==> src/design/shid_pkg.sv <==
// shared types and constants for the spead header item decoder
`timescale 1ns / 1ps
package shid_pkg;

	// widest heap address field accepted, in bits
	localparam int unsigned ADDR_FIELD_BITS = 56;

	localparam logic [7:0] SPEAD_MAGIC   = 8'h53;
	localparam logic [7:0] SPEAD_VERSION = 8'h04;

	// item identifiers handled
	localparam logic [15:0] ID_HEAP_CNT     = 16'h0001;
	localparam logic [15:0] ID_HEAP_SIZE    = 16'h0002;
	localparam logic [15:0] ID_HEAP_OFFSET  = 16'h0003;
	localparam logic [15:0] ID_PAYLOAD_LEN  = 16'h0004;
	localparam logic [15:0] ID_STREAM_CTRL  = 16'h0006;
	localparam logic [15:0] ID_TS_COUNT     = 16'h6000;
	localparam logic [15:0] ID_TS_FRACTION  = 16'h6001;
	localparam logic [15:0] ID_BASELINES    = 16'h6005;
	localparam logic [15:0] ID_SCAN_HDR     = 16'h6008;
	localparam logic [15:0] ID_VIS_OFFSET   = 16'h600A;

	localparam logic [55:0] STREAM_STOP = 56'd2;

	typedef enum logic [3:0] {
		KIND_NONE,
		KIND_HEAP_CNT,
		KIND_HEAP_SIZE,
		KIND_HEAP_OFFSET,
		KIND_PAYLOAD_LEN,
		KIND_STREAM_CTRL,
		KIND_TS_COUNT,
		KIND_TS_FRACTION,
		KIND_BASELINES,
		KIND_SCAN_HDR,
		KIND_VIS_OFFSET
	} item_kind_t;

	typedef struct packed {
		item_kind_t  kind;
		logic [55:0] addr;
	} item_fields_t;

	typedef struct packed {
		logic [63:0] word;
		logic        start_of_packet;
	} in_beat_t;

	typedef struct packed {
		logic signed [31:0] heap_index;
		logic [55:0]        heap_len;
		logic [55:0]        heap_pos;
		logic [55:0]        vis_start;
		logic [55:0]        vis_length;
		logic [55:0]        vis_base_offset;
		logic [31:0]        ts_whole;
		logic [31:0]        ts_part;
		logic signed [31:0] baseline_count;
		logic               has_header_data;
		logic               stream_done;
		logic               copy_request;
	} out_beat_t;

	function automatic logic [31:0] swap32(input logic [31:0] x);
		return {x[7:0], x[15:8], x[23:16], x[31:24]};
	endfunction

endpackage

==> src/design/shid_item_split.sv <==
// splits an item pointer into its id class and address
`timescale 1ns / 1ps
module shid_item_split import shid_pkg::*; (
	input  logic [63:0]  item,
	input  logic [2:0]   addr_bytes,
	input  logic [2:0]   id_bytes,
	output item_fields_t fields
);

	logic [63:0] byte_mask;
	logic [63:0] shifted;
	logic [63:0] id_mask;
	logic [63:0] id_val;
	logic [63:0] addr_full;

	always_comb begin
		for (int k = 0; k < 8; k++) begin
			byte_mask[k*8 +: 8] = (3'(k) < addr_bytes) ? 8'hFF : 8'h00;
		end
		addr_full = item & byte_mask;
		shifted   = item >> {addr_bytes, 3'b000};
		// id width excludes the immediate flag
		id_mask   = ((64'd1 << {id_bytes, 3'b000}) - 64'd1) >> 1;
		id_val    = shifted & id_mask;
	end

	always_comb begin
		fields.addr = addr_full[55:0];
		fields.kind = KIND_NONE;
		if (id_val[63:16] == 48'd0) begin
			case (id_val[15:0])
				ID_HEAP_CNT:    fields.kind = KIND_HEAP_CNT;
				ID_HEAP_SIZE:   fields.kind = KIND_HEAP_SIZE;
				ID_HEAP_OFFSET: fields.kind = KIND_HEAP_OFFSET;
				ID_PAYLOAD_LEN: fields.kind = KIND_PAYLOAD_LEN;
				ID_STREAM_CTRL: fields.kind = KIND_STREAM_CTRL;
				ID_TS_COUNT:    fields.kind = KIND_TS_COUNT;
				ID_TS_FRACTION: fields.kind = KIND_TS_FRACTION;
				ID_BASELINES:   fields.kind = KIND_BASELINES;
				ID_SCAN_HDR:    fields.kind = KIND_SCAN_HDR;
				ID_VIS_OFFSET:  fields.kind = KIND_VIS_OFFSET;
				default:        fields.kind = KIND_NONE;
			endcase
		end
	end

endmodule

==> src/design/spead_header_item_decode_core.sv <==
// top level of the spead packet header and item pointer decoder
//
// channel  | direction | handshake                  | beat
// ---------+-----------+----------------------------+------------------------------
// item     | in        | item_valid / item_ready    | one 64-bit packet word + sop
// result   | out       | result_valid / result_ready| one heap descriptor
//
// one beat per cycle sustained while the result side keeps up; a word accepted
// sits in the input stage and its descriptor, if any, is loaded into the result
// register when the input stage advances, which a full result register can hold off;
// the input stage advances only when the result register is empty or being taken;
// a descriptor left waiting with the input stage full drops item_ready, whether or
// not the held word would produce a descriptor
// arst_n clears the stage valid flags and all decoder state; decoder values start at zero
`timescale 1ns / 1ps
module spead_header_item_decode_core import shid_pkg::*; (
	input  logic      clk,
	input  logic      arst_n,
	input  logic      item_valid,
	output logic      item_ready,
	input  in_beat_t  item,
	output logic      result_valid,
	input  logic      result_ready,
	output out_beat_t result
);

	// input stage
	logic        valid_s1;
	in_beat_t    beat_s1;
	logic        advance;

	// decoder state
	logic        active_q;
	logic [2:0]  addr_bytes_q;
	logic [2:0]  id_bytes_q;
	logic [7:0]  items_left_q;
	logic [31:0] heap_cnt_q;
	logic [55:0] vis_off_q;
	logic [31:0] baselines_q;
	logic        done_q;
	logic [55:0] heap_size_q;
	logic [55:0] heap_offset_q;
	logic [55:0] payload_len_q;
	logic [55:0] vis_start_q;
	logic [31:0] ts_count_q;
	logic [31:0] ts_frac_q;
	logic        hdr_flag_q;
	logic        ctrl_flag_q;

	// next values
	logic        active_n;
	logic [2:0]  addr_bytes_n;
	logic [2:0]  id_bytes_n;
	logic [7:0]  items_left_n;
	logic [31:0] heap_cnt_n;
	logic [55:0] vis_off_n;
	logic [31:0] baselines_n;
	logic        done_n;
	logic [55:0] heap_size_n;
	logic [55:0] heap_offset_n;
	logic [55:0] payload_len_n;
	logic [55:0] vis_start_n;
	logic [31:0] ts_count_n;
	logic [31:0] ts_frac_n;
	logic        hdr_flag_n;
	logic        ctrl_flag_n;
	logic        emit;

	// result register
	logic        result_valid_q;
	out_beat_t   result_q;
	out_beat_t   result_d;

	// header fields
	logic [7:0]  hdr_magic;
	logic [7:0]  hdr_version;
	logic [7:0]  hdr_id_bytes;
	logic [7:0]  hdr_addr_bytes;
	logic [7:0]  hdr_items;
	logic        hdr_ok;
	logic [8:0]  width_sum;
	logic [10:0] addr_width_bits;

	item_fields_t fields;

	assign advance    = valid_s1 && (!result_valid_q || result_ready);
	assign item_ready = !valid_s1 || advance;

	always_ff @(posedge clk or negedge arst_n) begin
		if (!arst_n) begin
			valid_s1 <= 1'b0;
		end else if (item_ready) begin
			valid_s1 <= item_valid;
		end
	end

	always_ff @(posedge clk) begin
		if (item_ready && item_valid) begin
			beat_s1 <= item;
		end
	end

	shid_item_split u_split (
		.item       (beat_s1.word),
		.addr_bytes (addr_bytes_q),
		.id_bytes   (id_bytes_q),
		.fields     (fields)
	);

	// header checks: magic, version, non-zero widths, at most 8 bytes together, address field within ADDR_FIELD_BITS
	always_comb begin
		hdr_magic       = beat_s1.word[63:56];
		hdr_version     = beat_s1.word[55:48];
		hdr_id_bytes    = beat_s1.word[47:40];
		hdr_addr_bytes  = beat_s1.word[39:32];
		hdr_items       = beat_s1.word[7:0];
		width_sum       = {1'b0, hdr_id_bytes} + {1'b0, hdr_addr_bytes};
		addr_width_bits = {hdr_addr_bytes, 3'b000};
		hdr_ok = (hdr_magic == SPEAD_MAGIC) && (hdr_version == SPEAD_VERSION) &&
			(hdr_id_bytes != 8'd0) && (hdr_addr_bytes != 8'd0) &&
			(width_sum <= 9'd8) && (addr_width_bits <= 11'(ADDR_FIELD_BITS));
	end

	// state update for the word in the input stage
	always_comb begin
		active_n      = active_q;
		addr_bytes_n  = addr_bytes_q;
		id_bytes_n    = id_bytes_q;
		items_left_n  = items_left_q;
		heap_cnt_n    = heap_cnt_q;
		vis_off_n     = vis_off_q;
		baselines_n   = baselines_q;
		done_n        = done_q;
		heap_size_n   = heap_size_q;
		heap_offset_n = heap_offset_q;
		payload_len_n = payload_len_q;
		vis_start_n   = vis_start_q;
		ts_count_n    = ts_count_q;
		ts_frac_n     = ts_frac_q;
		hdr_flag_n    = hdr_flag_q;
		ctrl_flag_n   = ctrl_flag_q;
		emit          = 1'b0;

		if (beat_s1.start_of_packet) begin
			// a new header always abandons an unfinished packet
			active_n = 1'b0;
			if (hdr_ok) begin
				id_bytes_n    = hdr_id_bytes[2:0];
				addr_bytes_n  = hdr_addr_bytes[2:0];
				items_left_n  = hdr_items;
				heap_size_n   = '0;
				heap_offset_n = '0;
				payload_len_n = '0;
				vis_start_n   = '0;
				ts_count_n    = '0;
				ts_frac_n     = '0;
				hdr_flag_n    = 1'b0;
				ctrl_flag_n   = 1'b0;
				if (hdr_items == 8'd0) begin
					emit = 1'b1;
				end else begin
					active_n = 1'b1;
				end
			end
		end else if (active_q) begin
			case (fields.kind)
				KIND_HEAP_CNT:    heap_cnt_n    = fields.addr[31:0] - 32'd2;
				KIND_HEAP_SIZE:   heap_size_n   = fields.addr;
				KIND_HEAP_OFFSET: heap_offset_n = fields.addr;
				KIND_PAYLOAD_LEN: payload_len_n = fields.addr;
				KIND_STREAM_CTRL: begin
					ctrl_flag_n = 1'b1;
					if (fields.addr == STREAM_STOP) begin
						done_n = 1'b1;
					end
				end
				KIND_TS_COUNT: begin
					ts_count_n = swap32(fields.addr[31:0]);
					hdr_flag_n = 1'b1;
				end
				KIND_TS_FRACTION: begin
					ts_frac_n  = swap32(fields.addr[31:0]);
					hdr_flag_n = 1'b1;
				end
				KIND_BASELINES: begin
					baselines_n = swap32(fields.addr[31:0]);
					hdr_flag_n  = 1'b1;
				end
				KIND_SCAN_HDR: hdr_flag_n = 1'b1;
				KIND_VIS_OFFSET: begin
					vis_off_n   = fields.addr;
					vis_start_n = fields.addr;
				end
				default: ;
			endcase
			items_left_n = items_left_q - 8'd1;
			if (items_left_n == 8'd0) begin
				active_n = 1'b0;
				emit     = 1'b1;
			end
		end
	end

	// descriptor built from the updated state
	always_comb begin
		result_d.heap_index      = heap_cnt_n;
		result_d.heap_len        = heap_size_n;
		result_d.heap_pos        = heap_offset_n;
		result_d.vis_start       = vis_start_n;
		result_d.vis_length      = (payload_len_n > vis_start_n) ?
			(payload_len_n - vis_start_n) : 56'd0;
		result_d.vis_base_offset = vis_off_n;
		result_d.ts_whole        = ts_count_n;
		result_d.ts_part         = ts_frac_n;
		result_d.baseline_count  = baselines_n;
		result_d.has_header_data = hdr_flag_n;
		result_d.stream_done     = done_n;
		result_d.copy_request    = !ctrl_flag_n && (vis_off_n != 56'd0) &&
			(baselines_n != 32'd0) && !baselines_n[31];
	end

	always_ff @(posedge clk or negedge arst_n) begin
		if (!arst_n) begin
			active_q      <= 1'b0;
			addr_bytes_q  <= '0;
			id_bytes_q    <= '0;
			items_left_q  <= '0;
			heap_cnt_q    <= '0;
			vis_off_q     <= '0;
			baselines_q   <= '0;
			done_q        <= 1'b0;
			heap_size_q   <= '0;
			heap_offset_q <= '0;
			payload_len_q <= '0;
			vis_start_q   <= '0;
			ts_count_q    <= '0;
			ts_frac_q     <= '0;
			hdr_flag_q    <= 1'b0;
			ctrl_flag_q   <= 1'b0;
		end else if (advance) begin
			active_q      <= active_n;
			addr_bytes_q  <= addr_bytes_n;
			id_bytes_q    <= id_bytes_n;
			items_left_q  <= items_left_n;
			heap_cnt_q    <= heap_cnt_n;
			vis_off_q     <= vis_off_n;
			baselines_q   <= baselines_n;
			done_q        <= done_n;
			heap_size_q   <= heap_size_n;
			heap_offset_q <= heap_offset_n;
			payload_len_q <= payload_len_n;
			vis_start_q   <= vis_start_n;
			ts_count_q    <= ts_count_n;
			ts_frac_q     <= ts_frac_n;
			hdr_flag_q    <= hdr_flag_n;
			ctrl_flag_q   <= ctrl_flag_n;
		end
	end

	// result register: loads on emit, empties when taken
	always_ff @(posedge clk or negedge arst_n) begin
		if (!arst_n) begin
			result_valid_q <= 1'b0;
		end else if (advance && emit) begin
			result_valid_q <= 1'b1;
		end else if (result_ready) begin
			result_valid_q <= 1'b0;
		end
	end

	always_ff @(posedge clk) begin
		if (advance && emit) begin
			result_q <= result_d;
		end
	end

	assign result_valid = result_valid_q;
	assign result       = result_q;

`ifndef SYNTH
	// an open item list always has a word still to come
	a_active_items: assert property (@(posedge clk) disable iff (!arst_n)
		active_q |-> (items_left_q != 8'd0))
		else $error("item list open with no items left");

	// widths are only latched from a good header
	a_active_widths: assert property (@(posedge clk) disable iff (!arst_n)
		active_q |-> (addr_bytes_q != 3'd0 && id_bytes_q != 3'd0))
		else $error("item list open with zero field width");

	// stream done never clears once set
	a_done_sticky: assert property (@(posedge clk) disable iff (!arst_n)
		done_q |=> done_q)
		else $error("stream done flag cleared");

	// the last item word of a packet yields a descriptor
	a_last_item_emits: assert property (@(posedge clk) disable iff (!arst_n)
		(advance && !beat_s1.start_of_packet && active_q && items_left_q == 8'd1)
		|=> result_valid_q)
		else $error("last item word did not produce a descriptor");
`endif

endmodule
==> config.mk <==
export PLATFORM = sky130hd
export DESIGN_NAME = spead_header_item_decode_core
export DESIGN_NICKNAME = d
export VERILOG_FILES = /design/src/design/shid_pkg.sv /design/src/design/shid_item_split.sv /design/src/design/spead_header_item_decode_core.sv
export SDC_FILE = /design/constraint.sdc
export NUM_CORES = 2
export LEC_CHECK = 0
export BUFFER_PORTS_ARGS = -buffer_cell sky130_fd_sc_hd__buf_2
export CAP_MARGIN = 10
export CELL_PAD_IN_SITES_DETAIL_PLACEMENT = 1
export CELL_PAD_IN_SITES_GLOBAL_PLACEMENT = 2
export CORE_ASPECT_RATIO = 2
export CORE_MARGIN = 4
export CORE_UTILIZATION = 40
export CTS_BUF_LIST = sky130_fd_sc_hd__clkbuf_4
export CTS_CLUSTER_DIAMETER = 80
export DETAILED_ROUTE_END_ITERATION = 8
export GPL_ROUTABILITY_DRIVEN = 1
export GPL_TIMING_DRIVEN = 0
export PLACE_DENSITY_LB_ADDON = 0.15
export SKIP_LAST_GASP = 1
export SLEW_MARGIN = 20
export SYNTH_ARGS = -nofsm -noshare
export SYNTH_HDL_FRONTEND = slang
export SYNTH_SLANG_ARGS = --single-unit
==> constraint.sdc <==
create_clock -name clk -period 32.6 [get_ports clk]
set_input_delay 1.63 -clock clk [delete_from_list [all_inputs] [get_ports clk]]
set_output_delay 1.63 -clock clk [all_outputs]
set_load 0.05 [all_outputs]
# ---- After elaboration in Yosys (flattened, before gate mapping)
# Index checks and enable logic that the tools add are counted.
# Widths: inputs -> output; s select.
dict set report word_totals {
  ff_bits 904
  latch_bits 0
  ram_bits 0
  mem_bits_ro 0
  input_bits 69
  output_inout_bits 413
  n_memories 0
}
dict set report classes {
  n_addsub 5
  mul 0
  div 0
  magnitude_cmp 10
  n_eq_ne 24
  shifts 2
  muxes 69
  bitwise 2
  n_reduce_logical 29
}
# operator count
set op_table {}
lappend op_table {{$mux 56} 19}
lappend op_table {{$mux 32} 14}
lappend op_table {{$eq 16x15->1 const B} 5}
lappend op_table {{$mux 8} 10}
lappend op_table {{$and 64x63->64} 1}
lappend op_table {{$shl 1x6->64 const A} 1}
lappend op_table {{$shr 64x6->64} 1}
lappend op_table {{$sub 64x1->64 const B} 1}
lappend op_table {{$and 56x56->56} 1}
lappend op_table {{$eq 56x2->1 const B} 1}
lappend op_table {{$gt 56x56->1} 1}
lappend op_table {{$reduce_bool 56->1} 1}
lappend op_table {{$sub 56x56->56} 1}
lappend op_table {{$logic_not 48->1} 1}
lappend op_table {{$pmux 4 s10} 1}
lappend op_table {{$eq 16x2->1 const B} 2}
lappend op_table {{$eq 16x3->1 const B} 2}
lappend op_table {{$reduce_bool 32->1} 1}
lappend op_table {{$sub 32x2->32 const B} 1}
lappend op_table {{$mux 1} 24}
lappend op_table {{$eq 16x1->1 const B} 1}
lappend op_table {{$eq 4x3->1 const B} 4}
lappend op_table {{$logic_not 8->1} 2}
lappend op_table {{$reduce_bool 8->1} 2}
lappend op_table {{other kinds (20)} 43}

# ---- Logic depth before layout (Yosys ltp)
dict set report logic_depth {
  ltp_word 14
  mapped_depth 39
  mapped_depth_nobuf 35
}

# ---- By module
# From an unflattened synthesis, not the netlist that was laid out.
dict set report unflattened {
  cells_unflattened 4887
  area_unflattened_um2 47287.9
}
# mod n_inst cells_each area_per_inst_um2
set by_module_without_submodules {}
lappend by_module_without_submodules {spead_header_item_decode_core 1 4630 45411.1}
lappend by_module_without_submodules {shid_item_split 1 257 1876.8}

# ---- Worst setup path after synthesis
# Ideal clock, no wire load.
dict set report synth_timing {
  path_kind {flip-flop to flip-flop}
  start {register beat_s1 (netlist bit addr_width_bits[6])}
  end {register result_valid_q (netlist: result_valid)}
  setup_ps 175
  arrival_time_ps 21224
  required_ps 32425
  slack_ps 11201
  path_stages_with_launch 11
  n_path_buf 1
  cell_sequence {edfxtp_1 -> or4_1 -> nand3b_1 -> or4b_2 -> a221oi_1 -> nand2_1 -> clkbuf_1 -> nor3_1 -> nor2_1 -> nor2_1 -> or2_2}
}
dict set report synth_via {
  elab_chain_cells 8
}
# element line
set synth_rtl {}
lappend synth_rtl {{start: declaration} spead_header_item_decode_core.sv:29} ;# in_beat_t beat_s1;
lappend synth_rtl {{start signal: assignment} spead_header_item_decode_core.sv:99} ;# beat_s1 <= item;
lappend synth_rtl {{$add 8x8->9 / $reduce_bool 8->1 (equally long branches)} {spead_header_item_decode_core.sv:117, spead_header_item_decode_core.sv:120}}
lappend synth_rtl {{$le 9x4->1 / $logic_and 1x1->1 (equally long branches)} {spead_header_item_decode_core.sv:121, spead_header_item_decode_core.sv:120}}
lappend synth_rtl {{$logic_and 1x1->1} spead_header_item_decode_core.sv:120} ;# (hdr_id_bytes != 8'd0) && (hdr_addr_bytes != 8'd0) &&
lappend synth_rtl {{$logic_and 1x1->1 (*)} spead_header_item_decode_core.sv:121} ;# (width_sum <= 9'd8) && (addr_width_bits <= 11'(ADDR_FIELD_BITS));
lappend synth_rtl {{$mux 1 (*)} spead_header_item_decode_core.sv:147} ;# if (hdr_ok) begin
lappend synth_rtl {{$mux 1 (*)} spead_header_item_decode_core.sv:144} ;# if (beat_s1.start_of_packet) begin
lappend synth_rtl {{$logic_and 1x1->1 (*)} spead_header_item_decode_core.sv:264} ;# end else if (advance && emit) begin
lappend synth_rtl {{$mux 1 / $reduce_bool 2->1 (equally long branches)} --}
lappend synth_rtl {{end signal: assignment} spead_header_item_decode_core.sv:263} ;# result_valid_q <= 1'b0;
lappend synth_rtl {{end signal: assignment} spead_header_item_decode_core.sv:265} ;# result_valid_q <= 1'b1;
lappend synth_rtl {{end signal: assignment} spead_header_item_decode_core.sv:267} ;# result_valid_q <= 1'b0;
lappend synth_rtl {{end: declaration} spead_header_item_decode_core.sv:70} ;# logic result_valid_q;
# Every way passes the cells marked *; elsewhere a longest branch is shown, timed or not.
# A chain may end at the register's enable or synchronous reset.

==> impl_metrics.py <==
metrics = {
    "route": {
        "vias_per_cell": 5.761,
        "wl_per_cell_um": 30.02,
        "dr.pass1.iters": 6,
        "drtIter0Drc": 2638,
        "detail-route-antenna-nets": 0,
        "routed-via-count": 38390,
        "drc": 0,
        "routed_wl_um": 200100,
    },
    "sta": {
        "finalSetupViolations": 0,
        "layout_min_cycle_time_ps": 13340,
        "setup_tns_ps": 0,
        "finalCritPeriodShare": 0.4091,
        "rsz0062_at_grt": "no",
        "fmax_mhz": 74.98,
        "tightest_slew_ps": 1261,
        "timing.slew.headroom": 0.1575,
        "skew_ps": 90.83,
        "hold_violations": 0,
        "drv_slew": 0,
    },
    "synthesis": {
        "yosysUniqueCellTypes": 90,
        "synth-seq-area-share": 0.5795,
        "synth_warnings": 0,
        "ys.flop_type": "edfxtp_1",
        "synthSimpleGateAreaFrac": 0.1810,
        "syn-num-nets": 4512,
        "syn_area_um2": 43140,
        "muxShareOfSynthArea": 0.03286,
        "synth_top_family_by_area": "simple AND/OR/NAND/NOR gates",
        "syn_area_per_cell_um2": 9.837,
        "synth_xor_area_frac": 0.01543,
        "synth_fa_ha_area_frac": 0.02001,
        "syn_inst": 4386,
        "synth_seq_cells": 904,
        "synth_compound_area_frac": 0.1380,
        "async_flop_share": 0.4735,
        "synth_edf_count": 476,
    },
    "floorplanning": {
        "fp.dieW_um": 240.2,
        "rows": 170,
        "die_area_um2": 113500,
        "fp.dieH_um": 472.5,
        "initial_utilization": 0.4025,
        "fp.coreArea_um2": 107200,
        "ios": 482,
    },
    "cts": {
        "cts_hold_buffers": 0,
        "cts_max_level": 4,
        "post_cts_buffers": 0,
        "clk_latency_ps": 1210,
        "ctsResizeCount": 0,
        "cts.sinks": 904,
        "clockRootBuffer": "clkbuf_4",
        "cts_buffers": 207,
        "tritoncts": "built",
        "path_clk_slew_ps": 80,
        "cts_max_path_buffers": 3,
    },
    "grt": {
        "antenna_found_initial": 10,
        "gr-total-overflow": 0,
        "grt_pass1_vias": 40270,
        "grtUsageMet1": 0.3795,
        "grt-busiest-layer": "met2",
        "grt_max_degree": 87,
        "grt_pass1_wl_um": 282900,
        "track_usage": 0.3479,
        "met3_usage": 0.06269,
        "use_met2": 0.5804,
    },
    "finish": {
        "nFillCells": 12470,
        "areaGrowthSynthToFinish_pct": 17.44,
        "layout-drive-gt1-share": 0.1908,
        "fin_cells": 6664,
        "nets": 5228,
    },
    "placement": {
        "dp_hpwl_um": 153800,
        "dp.cells": 6269,
        "portBuffers": 481,
        "gp_congestion": 1.021,
    },
    "setup_path": {
        "worstPathRequired_ps": 33520,
        "arrival_ps": 14250,
        "critical_path_class": "reg -> reg",
        "endpoint_kind": "flip-flop",
        "critPathSlowestCell": "a21oi_1",
        "cp-start-kind": "flip-flop",
        "critPathMaxStageDelay_ps": 880,
        "worstPathMaxFanout": 10,
    },
    "power_and_ir_drop": {
        "ir_worst_vdd_v": 0.00003327,
        "powerDensity_nw_per_um2": 52.58,
        "leakage_nw": 23.44,
    },
    "outcome": {
        "run_status": "completed",
    },
    "job": {
        "drv_cap": 0,
    },
    "worst_hold_path": {
        "min-delay-path-class": "in -> async",
    },
}
-- flip-flops by register name, indices dropped and copies added (netlist names), named ones only --
register         flops
beat_s1             57
vis_start_q         56
heap_cnt_q          32
payload_len_q       52
heap_size_q         56
hdr_flag_q           1
ts_frac_q           32
valid_s1             1
active_q             1
vis_off_q           56
done_q               1
heap_offset_q       56
ctrl_flag_q          1
result_valid         1
addr_bytes_q         3
result             411
ts_count_q          32
baselines_q         32
items_left_q         8
addr_width_bits      8
id_bytes_q           3
-- Yosys cell counts, types with 9 or more instances --
cell / count / area [um2]
nand2_1: 1037 / 3892
edfxtp_1: 476 / 14290
a21oi_1: 453 / 2267
dfrtp_1: 428 / 10710
nor2_1: 373 / 1400
o21ai_0: 303 / 1516
clkbuf_1: 210 / 788.3
inv_1: 96 / 360.4
nand3_1: 95 / 475.5
a21o_1: 84 / 630.6
mux2_2: 81 / 912.1
and2_1: 56 / 350.3
ha_1: 55 / 688.2
nor3_1: 53 / 265.3
xnor2_1: 46 / 402.9
nand4_1: 45 / 281.5
nor4_1: 44 / 275.3
buf_1: 32 / 120.1
xor2_1: 30 / 262.8
nor2b_1: 28 / 175.2
mux2i_1: 22 / 220.2
nand2b_1: 19 / 118.9
a31oi_1: 17 / 106.4
o21a_1: 17 / 127.6
o22ai_1: 15 / 93.84
or2_2: 13 / 81.33
and3_1: 12 / 75.07
mux4_2: 12 / 270.3
or3_1: 12 / 75.07
o21ai_1: 11 / 55.05
a211oi_1: 10 / 75.07
a221oi_1: 10 / 87.58
o211ai_1: 10 / 75.07
a22oi_1: 9 / 67.56
maj3_1: 9 / 90.09
-- power by group --
group | total [mW] | internal (mW) | switching, mW
clock | 0.961 | 0.462 | 0.499
sequential | 1.25 | 1.22 | 0.0301
combinational | 0.455 | 0.116 | 0.339
total | 2.66 | 1.80 | 0.867
-- cells by family after synthesis --
logic type	count (synthesis)
XOR/XNOR	76
adder cells (fa/ha/maj)	70
AND/OR/NAND/NOR	1827
flip-flops	904
buffers and inverters	362
AO/OA/AOI/OAI	1031
multiplexers	116
-- routing by layer --
| metal | wire length [um] | up-vias |
|---|---|---|
| li1 | - | 16940 |
| met1 | 70750 | 19320 |
| met2 | 96980 | 1558 |
| met3 | 11230 | 572 |
| met4 | 21110 | 4 |
| met5 | 27 | - |
-- stage by stage --
step           utilization  power, mW  hold slack [ps]  instance area (um2)  setup slack [ps]
3_3_place_gp        0.4410      1.708            451.5                47270              2779
6_report            0.4726      2.664            357.3                50670             19260
4_1_cts             0.4724      2.681            265.9                50640             19500
2_1_floorplan            -      1.491            433.7                43140             11200
5_1_grt             0.4725      2.761            313.4                50650             18860
3_5_place_dp        0.4468      1.718            462.2                47900             19590
-- final cells by class --
class                           count  area [um2]  share of cell area
Buffer                            259        1056             0.02084
Timing Repair Buffer              507        2990             0.05902
Antenna cell                       11       27.53           0.0005433
Tap cell                         1376        1722             0.03398
Clock inverter                     81       461.7            0.009112
Sequential cell                   904       25000              0.4935
Inverter                          103       386.6            0.007631
Multi-Input combinational cell   3120       16740              0.3305
Clock buffer                      303        2275             0.04490
-- final timing paths --
check                                     from         endpoint  slack [ps]  cells past startpoint
worst max-delay path             id_bytes_q[0]      result[156]       19260                     37
worst min-delay path                    arst_n  vis_start_q[53]         360                      1
worst max register to register   id_bytes_q[0]      result[156]       19260                     37
worst min register to register  heap_cnt_q[25]   heap_cnt_q[25]         480                      2
max in group asynchronous               arst_n    heap_cnt_q[6]       30020                      5
min in group clk                heap_cnt_q[25]   heap_cnt_q[25]         480                      2
-- critical path: cells and delay by family, from the launching register on --
family                     cells  cell delay (ps)
buffers and inverters          7             2490
and+or+nand+nor               11             4020
adders and majority gates      4             1290
DFF                            1              380
xor gates and xnor gates       1              110
AOI/OAI and AO/OA             14             4690
-- cell usage in the layout (no fill, tap or decap), drive strengths merged, types with 9 or more instances in the layout --
| cell | count |
|---|---|
| diode | 11 |
| o22ai | 15 |
| edfxtp | 476 |
| nand4 | 45 |
| inv | 111 |
| and2 | 57 |
| and3 | 12 |
| a22oi | 9 |
| a221oi | 11 |
| nor2b | 28 |
| mux2 | 82 |
| a31o | 9 |
| a21oi | 454 |
| a211oi | 12 |
| maj3 | 13 |
| dfrtp | 428 |
| buf | 556 |
| o211ai | 10 |
| o21a | 17 |
| clkinv | 68 |
| nor4 | 45 |
| mux2i | 22 |
| o21ai | 314 |
| mux4 | 12 |
| nor2 | 373 |
| or2 | 14 |
| ha | 55 |
| xor2 | 30 |
| or3 | 12 |
| clkbuf | 513 |
| a21o | 85 |
| a31oi | 17 |
| nor3 | 53 |
| nand3 | 96 |
| nand2b | 19 |
| xnor2 | 46 |
| nand2 | 1037 |
No activity file was read; power rests on OpenSTA's default activity.
